[src/hw/rtl/mwcg_pkg.sv]
// mwcg_pkg: shared types and constants for the monotonic wall-clock guard
// status codes, register indexes, register reset values, config and state structs
// no dependencies
`timescale 1ns / 1ps

package mwcg_pkg;

  localparam int unsigned MsW     = 42;
  localparam int unsigned LagW    = 32;
  localparam int unsigned TickW   = 32;
  localparam int unsigned PeriodW = 10;
  localparam int unsigned WallW   = 64;
  localparam int unsigned CfgIdxW = 2;

  localparam logic [MsW-1:0]     MinPlausibleRst = 42'd1577836800000;
  localparam logic [MsW-1:0]     MaxPlausibleRst = 42'd4102444800000;
  localparam logic [LagW-1:0]    MaxLagRst       = 32'd1000;
  localparam logic [PeriodW-1:0] TickPeriodRst   = 10'd10;

  typedef enum logic [2:0] {
    StWaiting     = 3'd0,
    StReady       = 3'd1,
    StImplausible = 3'd2,
    StRegressed   = 3'd3,
    StStale       = 3'd4
  } status_e;

  typedef enum logic [CfgIdxW-1:0] {
    CfgMinPlausible = 2'd0,
    CfgMaxPlausible = 2'd1,
    CfgMaxLag       = 2'd2,
    CfgTickPeriod   = 2'd3
  } cfg_idx_e;

  typedef struct packed {
    logic [MsW-1:0]     min_plausible;
    logic [MsW-1:0]     max_plausible;
    logic [LagW-1:0]    max_lag;
    logic [PeriodW-1:0] tick_period;
  } cfg_t;

  typedef struct packed {
    logic               anchored;
    logic [MsW-1:0]     last_proto;
    logic [MsW-1:0]     last_wall;
    logic [TickW-1:0]   last_tick;
  } state_t;

endpackage

[src/hw/rtl/mwcg_eval.sv]
// mwcg_eval: classifies one sample against the anchor state and forms the protocol time
// depends on mwcg_pkg
`timescale 1ns / 1ps

module mwcg_eval (
  input  mwcg_pkg::cfg_t                       cfg_i,
  input  mwcg_pkg::state_t                     state_i,
  input  logic                                 sync_confirmed_i,
  input  logic                                 read_ok_i,
  input  logic [mwcg_pkg::WallW-1:0]           wall_ms_i,
  input  logic [mwcg_pkg::TickW-1:0]           mono_tick_i,
  output mwcg_pkg::status_e                    status_o,
  output logic [mwcg_pkg::MsW-1:0]             protocol_ms_o
);

  localparam int unsigned MsW = mwcg_pkg::MsW;

  logic [mwcg_pkg::TickW-1:0] delta;
  logic [MsW-1:0]             advance;
  logic [MsW:0]               expected;
  logic [MsW:0]               wall_ext;
  logic [MsW:0]               lag;
  logic [MsW:0]               proto;
  logic                       below_min;
  logic                       at_or_above_max;
  logic                       regressed;
  logic                       behind;
  logic                       stale;
  logic                       too_big;

  always_comb begin
    delta    = mono_tick_i - state_i.last_tick;
    // 32 x 10 bit product always fits in 42 bits
    advance  = {{(MsW-mwcg_pkg::TickW){1'b0}}, delta}
             * {{(MsW-mwcg_pkg::PeriodW){1'b0}}, cfg_i.tick_period};
    expected = {1'b0, state_i.last_proto} + {1'b0, advance};

    below_min       = wall_ms_i < {{(mwcg_pkg::WallW-MsW){1'b0}}, cfg_i.min_plausible};
    at_or_above_max = wall_ms_i >= {{(mwcg_pkg::WallW-MsW){1'b0}}, cfg_i.max_plausible};
    regressed       = state_i.anchored &&
                      (wall_ms_i < {{(mwcg_pkg::WallW-MsW){1'b0}}, state_i.last_wall});

    // wall is inside the plausible window here, so its low bits carry it
    wall_ext = {1'b0, wall_ms_i[MsW-1:0]};
    behind   = wall_ext < expected;
    lag      = expected - wall_ext;
    stale    = state_i.anchored && behind &&
               (lag > {{(MsW+1-mwcg_pkg::LagW){1'b0}}, cfg_i.max_lag});

    proto   = (state_i.anchored && behind) ? expected : wall_ext;
    too_big = proto >= {1'b0, cfg_i.max_plausible};

    priority if (!sync_confirmed_i || !read_ok_i) begin
      status_o = mwcg_pkg::StWaiting;
    end else if (below_min || at_or_above_max) begin
      status_o = mwcg_pkg::StImplausible;
    end else if (regressed) begin
      status_o = mwcg_pkg::StRegressed;
    end else if (stale) begin
      status_o = mwcg_pkg::StStale;
    end else if (too_big) begin
      status_o = mwcg_pkg::StImplausible;
    end else begin
      status_o = mwcg_pkg::StReady;
    end

    protocol_ms_o = (status_o == mwcg_pkg::StReady) ? proto[MsW-1:0] : '0;
  end

endmodule

[src/hw/rtl/monotonic_wall_clock_guard.sv]
// monotonic_wall_clock_guard: top level with input register, evaluation, result register
// depends on mwcg_pkg and mwcg_eval
`timescale 1ns / 1ps

// Takes one sample beat per clock unless the input is stalled and presents one result beat
// per sample from the result register, holding it while the output is stalled. A sample sits in the
// input register while the tick-delta multiply, the add and the window and lag compares
// resolve; the result register and the anchor state are loaded together as the sample
// leaves it, so the next sample is judged against the updated anchor. The multiply-add-compare
// path between the two registers sets the clock. Configuration writes take effect on the next
// cycle and are meant to be made while no sample is in flight.

module monotonic_wall_clock_guard (
  input  logic                                 clk_i,
  input  logic                                 rst_ni,
  input  logic                                 cfg_we_i,
  input  logic [mwcg_pkg::CfgIdxW-1:0]         cfg_idx_i,
  input  logic [mwcg_pkg::MsW-1:0]             cfg_wdata_i,
  input  logic                                 in_valid_i,
  output logic                                 in_stall_o,
  input  logic                                 sync_confirmed_i,
  input  logic                                 read_ok_i,
  input  logic [mwcg_pkg::WallW-1:0]           wall_ms_i,
  input  logic [mwcg_pkg::TickW-1:0]           mono_tick_i,
  output logic                                 out_valid_o,
  input  logic                                 out_stall_i,
  output logic [2:0]                           status_o,
  output logic [mwcg_pkg::MsW-1:0]             protocol_ms_o
);

  localparam int unsigned MsW = mwcg_pkg::MsW;

  mwcg_pkg::cfg_t   cfg_q;
  mwcg_pkg::state_t state_q, state_d;

  logic                        s1_valid_q;
  logic                        s1_sync_q;
  logic                        s1_ok_q;
  logic [mwcg_pkg::WallW-1:0]  s1_wall_q;
  logic [mwcg_pkg::TickW-1:0]  s1_tick_q;

  logic                        out_valid_q;
  mwcg_pkg::status_e           out_status_q;
  logic [MsW-1:0]              out_proto_q;

  mwcg_pkg::status_e           res_status;
  logic [MsW-1:0]              res_proto;
  logic                        advance;
  logic                        process;
  logic                        in_take;

  // configuration registers
  always_ff @(posedge clk_i or negedge rst_ni) begin
    if (!rst_ni) begin
      cfg_q.min_plausible <= mwcg_pkg::MinPlausibleRst;
      cfg_q.max_plausible <= mwcg_pkg::MaxPlausibleRst;
      cfg_q.max_lag       <= mwcg_pkg::MaxLagRst;
      cfg_q.tick_period   <= mwcg_pkg::TickPeriodRst;
    end else if (cfg_we_i) begin
      unique case (mwcg_pkg::cfg_idx_e'(cfg_idx_i))
        mwcg_pkg::CfgMinPlausible: cfg_q.min_plausible <= cfg_wdata_i;
        mwcg_pkg::CfgMaxPlausible: cfg_q.max_plausible <= cfg_wdata_i;
        mwcg_pkg::CfgMaxLag:       cfg_q.max_lag <= cfg_wdata_i[mwcg_pkg::LagW-1:0];
        mwcg_pkg::CfgTickPeriod:   cfg_q.tick_period <= cfg_wdata_i[mwcg_pkg::PeriodW-1:0];
        default: ;
      endcase
    end
  end

  // handshake
  assign advance    = !out_valid_q || !out_stall_i;
  assign process    = s1_valid_q && advance;
  assign in_stall_o = s1_valid_q && !advance;
  assign in_take    = in_valid_i && !in_stall_o;

  // input register
  always_ff @(posedge clk_i or negedge rst_ni) begin
    if (!rst_ni) begin
      s1_valid_q <= 1'b0;
    end else if (!in_stall_o) begin
      s1_valid_q <= in_valid_i;
    end
  end

  always_ff @(posedge clk_i) begin
    if (in_take) begin
      s1_sync_q <= sync_confirmed_i;
      s1_ok_q   <= read_ok_i;
      s1_wall_q <= wall_ms_i;
      s1_tick_q <= mono_tick_i;
    end
  end

  mwcg_eval u_eval (
    .cfg_i            (cfg_q),
    .state_i          (state_q),
    .sync_confirmed_i (s1_sync_q),
    .read_ok_i        (s1_ok_q),
    .wall_ms_i        (s1_wall_q),
    .mono_tick_i      (s1_tick_q),
    .status_o         (res_status),
    .protocol_ms_o    (res_proto)
  );

  // anchor state, updated only by a ready beat
  always_comb begin
    state_d = state_q;
    if (process && (res_status == mwcg_pkg::StReady)) begin
      state_d.anchored   = 1'b1;
      state_d.last_proto = res_proto;
      state_d.last_wall  = s1_wall_q[MsW-1:0];
      state_d.last_tick  = s1_tick_q;
    end
  end

  always_ff @(posedge clk_i or negedge rst_ni) begin
    if (!rst_ni) begin
      state_q <= '0;
    end else begin
      state_q <= state_d;
    end
  end

  // result register
  always_ff @(posedge clk_i or negedge rst_ni) begin
    if (!rst_ni) begin
      out_valid_q <= 1'b0;
    end else if (advance) begin
      out_valid_q <= s1_valid_q;
    end
  end

  always_ff @(posedge clk_i) begin
    if (process) begin
      out_status_q <= res_status;
      out_proto_q  <= res_proto;
    end
  end

  assign out_valid_o   = out_valid_q;
  assign status_o      = out_status_q;
  assign protocol_ms_o = out_proto_q;

  // checks
  a_zero_unless_ready: assert property (@(posedge clk_i) disable iff (!rst_ni)
    (out_valid_q && (out_status_q != mwcg_pkg::StReady)) |-> (out_proto_q == '0))
    else $error("non-ready result carries a nonzero time");

  a_ready_anchors: assert property (@(posedge clk_i) disable iff (!rst_ni)
    (process && (res_status == mwcg_pkg::StReady)) |=> state_q.anchored)
    else $error("ready beat did not anchor the state");

  a_hold_on_reject: assert property (@(posedge clk_i) disable iff (!rst_ni)
    (process && (res_status != mwcg_pkg::StReady)) |=>
      ($stable(state_q.last_proto) && $stable(state_q.last_tick)))
    else $error("rejected beat changed the anchor state");

  a_proto_monotonic: assert property (@(posedge clk_i) disable iff (!rst_ni)
    (process && (res_status == mwcg_pkg::StReady)) |=>
      (state_q.last_proto >= $past(state_q.last_proto)))
    else $error("protocol time went backwards");

endmodule

[config.mk]
export PLATFORM = sky130hd
export DESIGN_NAME = monotonic_wall_clock_guard
export DESIGN_NICKNAME = d
export VERILOG_FILES = /design/src/hw/rtl/mwcg_pkg.sv /design/src/hw/rtl/mwcg_eval.sv /design/src/hw/rtl/monotonic_wall_clock_guard.sv
export SDC_FILE = /design/constraint.sdc
export NUM_CORES = 2
export LEC_CHECK = 0
export ABC_AREA = 0
export BUFFER_PORTS_ARGS = -buffer_cell sky130_fd_sc_hd__buf_2
export CAP_MARGIN = 20
export CELL_PAD_IN_SITES_DETAIL_PLACEMENT = 0
export CELL_PAD_IN_SITES_GLOBAL_PLACEMENT = 1
export CORE_MARGIN = 4
export CORE_UTILIZATION = 54
export DETAILED_ROUTE_END_ITERATION = 8
export HOLD_SLACK_MARGIN = 0.12
export PLACE_DENSITY_LB_ADDON = 0.1
export REMOVE_ABC_BUFFERS = 1
export SYNTH_ARGS = -nofsm -noshare
export SYNTH_HDL_FRONTEND = slang
export SYNTH_HIERARCHICAL = 1
export SYNTH_SLANG_ARGS = --single-unit
[constraint.sdc]
create_clock -name clk_i -period 34.8 [get_ports clk_i]
set_input_delay 10.44 -clock clk_i [delete_from_list [all_inputs] [get_ports clk_i]]
set_output_delay 10.44 -clock clk_i [all_outputs]
set_load 0.03 [all_outputs]
After elaboration in Yosys (flattened, before gate mapping)
Cells that the tools add are included.
{ "word_totals": {"ff_bits": 388, "in_bits": 147, "elab_cells": 58} }
{ "classes": {"add_sub_neg": 3, "mul": 1, "n_lt_le_gt_ge": 6, "eq_ne": 4, "mux": 7, "n_reduce_logical": 21} }
{ "ops": {"columns": ["operator", "n"], "rows": [
  ["< comparator 64 x 42 -> 1 bit", 2],
  [">= comparator 64 x 42 -> 1 bit", 1],
  ["adder 42 x 42 -> 43 bit", 1],
  [">= comparator 43 x 42 -> 1 bit", 1],
  ["> comparator 43 x 32 -> 1 bit", 1],
  ["< comparator 42 x 43 -> 1 bit", 1],
  ["2-to-1 mux 43 bit", 1],
  ["subtractor 43 x 42 -> 43 bit", 1],
  ["multiplier 32 x 10 -> 42 bit", 1],
  ["2-to-1 mux 42 bit", 1],
  ["subtractor 32 bit", 1],
  ["2-to-1 mux 3 bit", 4],
  ["AND reduction 2 bit", 4],
  ["logical AND 1 bit", 7],
  ["logical NOT 1 bit", 6],
  ["equality test 2 bit, second input constant", 2],
  ["equality test 3 x 1 -> 1 bit, second input constant", 1],
  ["logical OR 1 bit", 3],
  ["equality test 2 x 1 -> 1 bit, second input constant", 1],
  ["logical NOT 2 bit", 1],
  ["2-to-1 mux 2 bit", 1]
]} }

Depth between registers and ports, before layout
{ "logic_depth": {"ltp_word": 14, "depth_mapped": 63} }

By module
The synthesis kept the hierarchy.
{ "by_module_without_submodules": {"columns": ["mod", "n_inst", "cells_each", "area_per_inst_um2", "seq_area_each_um2"], "rows": [
  ["mwcg_eval", 1, 2810, 21504.4, 0.0],
  ["monotonic_wall_clock_guard", 1, 667, 13560.5, 10483.8]
]} }

Least setup slack after synthesis
Ideal clock, no wire load.
{ "synth_path": {"kind": "input to output", "from": "input out_stall_i", "to": "output in_stall_o", "arrival_time_ns": 10.740, "required_ns": 24.360, "path_slack_ns": 13.620, "cell_stages": 2, "cell_sequence": "nand3_1 > inv_1"} }
{ "synth_via": {"elab_chain_len": 4} }
{ "synth_lines": {"columns": ["element", "line", "rtl"], "rows": [
  ["start, declared", "monotonic_wall_clock_guard.sv:26", "input logic out_stall_i,"],
  ["logical NOT 1 bit", "monotonic_wall_clock_guard.sv:71", "assign advance = !out_valid_q || !out_stall_i;"],
  ["logical OR 1 bit", "monotonic_wall_clock_guard.sv:71", null],
  ["logical NOT 1 bit", "monotonic_wall_clock_guard.sv:73", "assign in_stall_o = s1_valid_q && !advance;"],
  ["logical AND 1 bit", "monotonic_wall_clock_guard.sv:73", null],
  ["end, declared", "monotonic_wall_clock_guard.sv:20", "output logic in_stall_o,"]
]} }
Every way passes these cells.

Worst setup path after layout
Ends and elaborated chain as after synthesis.

==> results.sh <==
export IMPL_status="finished clean"
export IMPL_cts_root_buf="clkbuf_16"
export IMPL_syn_area_um2=35100
export IMPL_fp_dieH_um=263
export IMPL_holdPathStages=1
export IMPL_overflow=0
export IMPL_tritoncts="built"
export IMPL_setup_violations_final=0
export IMPL_final_cell_mix="inv_1, ha_1, nand2_1"
export IMPL_worstSetupPathDepth=4
export IMPL_rows=93
export IMPL_dp_cells=4444
export IMPL_syn_inst=3477
export IMPL_hold_path_class="reg -> reg"
export IMPL_die_area_um2=69100
export IMPL_pin_count=194
export IMPL_async_flop_share=0.631
export IMPL_arrival_ns=10.89
export IMPL_grt_max_degree=73
export IMPL_cp_end_kind="output port"
export IMPL_worst_setup_path_type="in -> out"
export IMPL_route_detailed_drc=0
export IMPL_first_global_vias=26500
export IMPL_track_usage=0.261
export IMPL_hold_start="state_q[11]$_DFFE_PN0P_"
export IMPL_ctsHoldBuffers=0
export IMPL_drive_gt1_frac=0.176
export IMPL_syn_avg_cell_area_um2=10.1
export IMPL_maxSlewHeadroom=0.232
export IMPL_numPortBuffers=193
export IMPL_antenna_found_initial=5
export IMPL_max_freq_mhz=46.9
export IMPL_cts_sinks=388
export IMPL_ant_nets=0
export IMPL_worst_slack_ns=13.47
export IMPL_drt_initial_drc_count=1482
export IMPL_utilization=0.595
export IMPL_syn2layout_area_growth_pct=9.23
export IMPL_path_buf_inv=3
export IMPL_hpwl_mm=72.1
export IMPL_yosys_warnings=6
export IMPL_reg2reg_depth=56
export IMPL_seq_area_frac_synth=0.299
export IMPL_rsz0062_at_grt="no"
export IMPL_crit_chain="buf_2 -> nand3_1 -> inv_1 -> buf_2"
export IMPL_final_cells=4534
export IMPL_r2r_end="state_q[0]$_DFFE_PN0P_"
export IMPL_path_max_fanout=3
export IMPL_coreArea_um2=64300
export IMPL_place_congestion=0.884
export IMPL_initial_core_util=0.545
export IMPL_period_needed_ns=21.33
export IMPL_dieWidth_um=263
export IMPL_path_clk_slew_ns=0.05
export IMPL_fin_skew_ns=0.0150
export IMPL_yosysTopAreaCell="fa_1"
export IMPL_ys_ff_latch=388
export IMPL_whs_endpoint="state_q[11]$_DFFE_PN0P_"
export IMPL_netlist_top_cells_area="fa_1, dfrtp_1, ha_1"
export IMPL_routed_wl_mm=90.6
export IMPL_crit_family="buffers and inverters"
export IMPL_r2r_start="s1_tick_q[0]$_DFFE_PP_"
export IMPL_final_common_cell="inv_1"
export IMPL_cts_buffer_depth=3
export IMPL_cts_resized=0
export IMPL_critPathRequiredTime_ns=24.36
export IMPL_startpoint_type="input port"
export IMPL_grt_pass1_wl_mm=145
export IMPL_max_slew_worst_pin_slew_ns=1.14
export IMPL_ys_flop_type="dfrtp_1"
export IMPL_synth_distinct_cells=88
export IMPL_cp_slowest_cell="buf_2"
export IMPL_reg2reg_slack_ns=17.68
export IMPL_finalSetupTns_ns=0
export IMPL_drv_slew=0
export IMPL_cts_htree_levels=2
export IMPL_preCtsSetupSlack_ns=13.48
export IMPL_cts_buffers=45
export IMPL_fin_nets=4418
export IMPL_synth_top_cell_area_share=0.161
export IMPL_synth_edf_count=143
export IMPL_critPathMaxStageDelay_ns=0.19
export IMPL_finalCritPeriodShare=0.613
export IMPL_cpMostUsedCell="buf_2"
export IMPL_post_drt_wl_per_cell_um=20.0
export IMPL_drtPass1Iterations=5
export IMPL_drv_cap=0
export IMPL_timing_final_hold_violations=0
export IMPL_clk_latency_ns=0.60
export IMPL_post_cts_setup_buffers=0
export IMPL_avgViaCountPerCell=5.64
export IMPL_vias=25600
kinds of logic (layout without fill, tap and decap cells):
kind of cell	after synthesis	after routing	synth area share
flops	388	388	0.299
simple gates	872	872	0.127
mux	249	249	0.0830
buf+inv	685	884	0.0774
xor+xnor	97	97	0.0242
compound gates	554	554	0.104
fa+ha+maj	632	632	0.286
other cells	0	3	0
worst max-delay path by stage:
stage          slack (ns)         from         end
2_1_floorplan       13.62  out_stall_i  in_stall_o
3_3_place_gp        13.48  out_stall_i  in_stall_o
3_5_place_dp        13.48  out_stall_i  in_stall_o
4_1_cts             13.47  out_stall_i  in_stall_o
5_1_grt             13.41  out_stall_i  in_stall_o
6_report            13.47  out_stall_i  in_stall_o
cell usage after synthesis (26+ instances only):
cell type and number:
and2_1 116, dfstp_2 47, nand4_1 58, a21oi_1 157, clkbuf_1 63, ha_1 350
a21o_1 78, dfrtp_1 198, nand2_1 317, mux2_4 29, nor2b_1 43, nor2b_2 35
o21ai_0 125, edfxtp_1 143, inv_1 578, nor2_1 117, nand3_1 67, xnor2_1 70
nand2b_1 26, fa_1 282, xor2_1 27, mux2_2 219
cell type report:
| class | instances | area (µm²) |
|---|---|---|
| clock buffers | 66 | 1280 |
| diodes | 3 | 7.51 |
| inverters | 579 | 2170 |
| well taps | 855 | 1070 |
| fillers | 5488 | 26000 |
| repair buffers | 221 | 1190 |
| clock inverters | 18 | 199 |
| multi-input cells | 2404 | 21900 |
| flip-flops and latches | 388 | 10500 |
registers in the layout, indices dropped and copies added, names as in the netlist:
name and count:
state_q 117, protocol_ms_o 42, out_valid_o 1, cfg_q 126
s1_sync_q 1, status_o 3, s1_tick_q 32, s1_ok_q 1
s1_valid_q 1, s1_wall_q 64
through the flow:
stage / cell area (µm²) / hold slack (ns)
after floorplan: 34500 / 0.480
after global placement: 36800 / 0.486
after detailed placement: 36800 / 0.493
after CTS: 38300 / 0.505
after global routing: 38300 / 0.511
final: 38300 / 0.501
layer usage:
layer / up-vias / track usage / part of all wire
met5: - / 0 / 0
met2: 650 / 0.422 / 0.46
met3: 105 / 0.0305 / 0.049
met4: 0 / 0.0563 / 0.020
li1: 12000 / - / -
met1: 12800 / 0.382 / 0.47
Power is not shown: default switching activity piles up to over one toggle a cycle in this logic, so the estimate is an artifact.
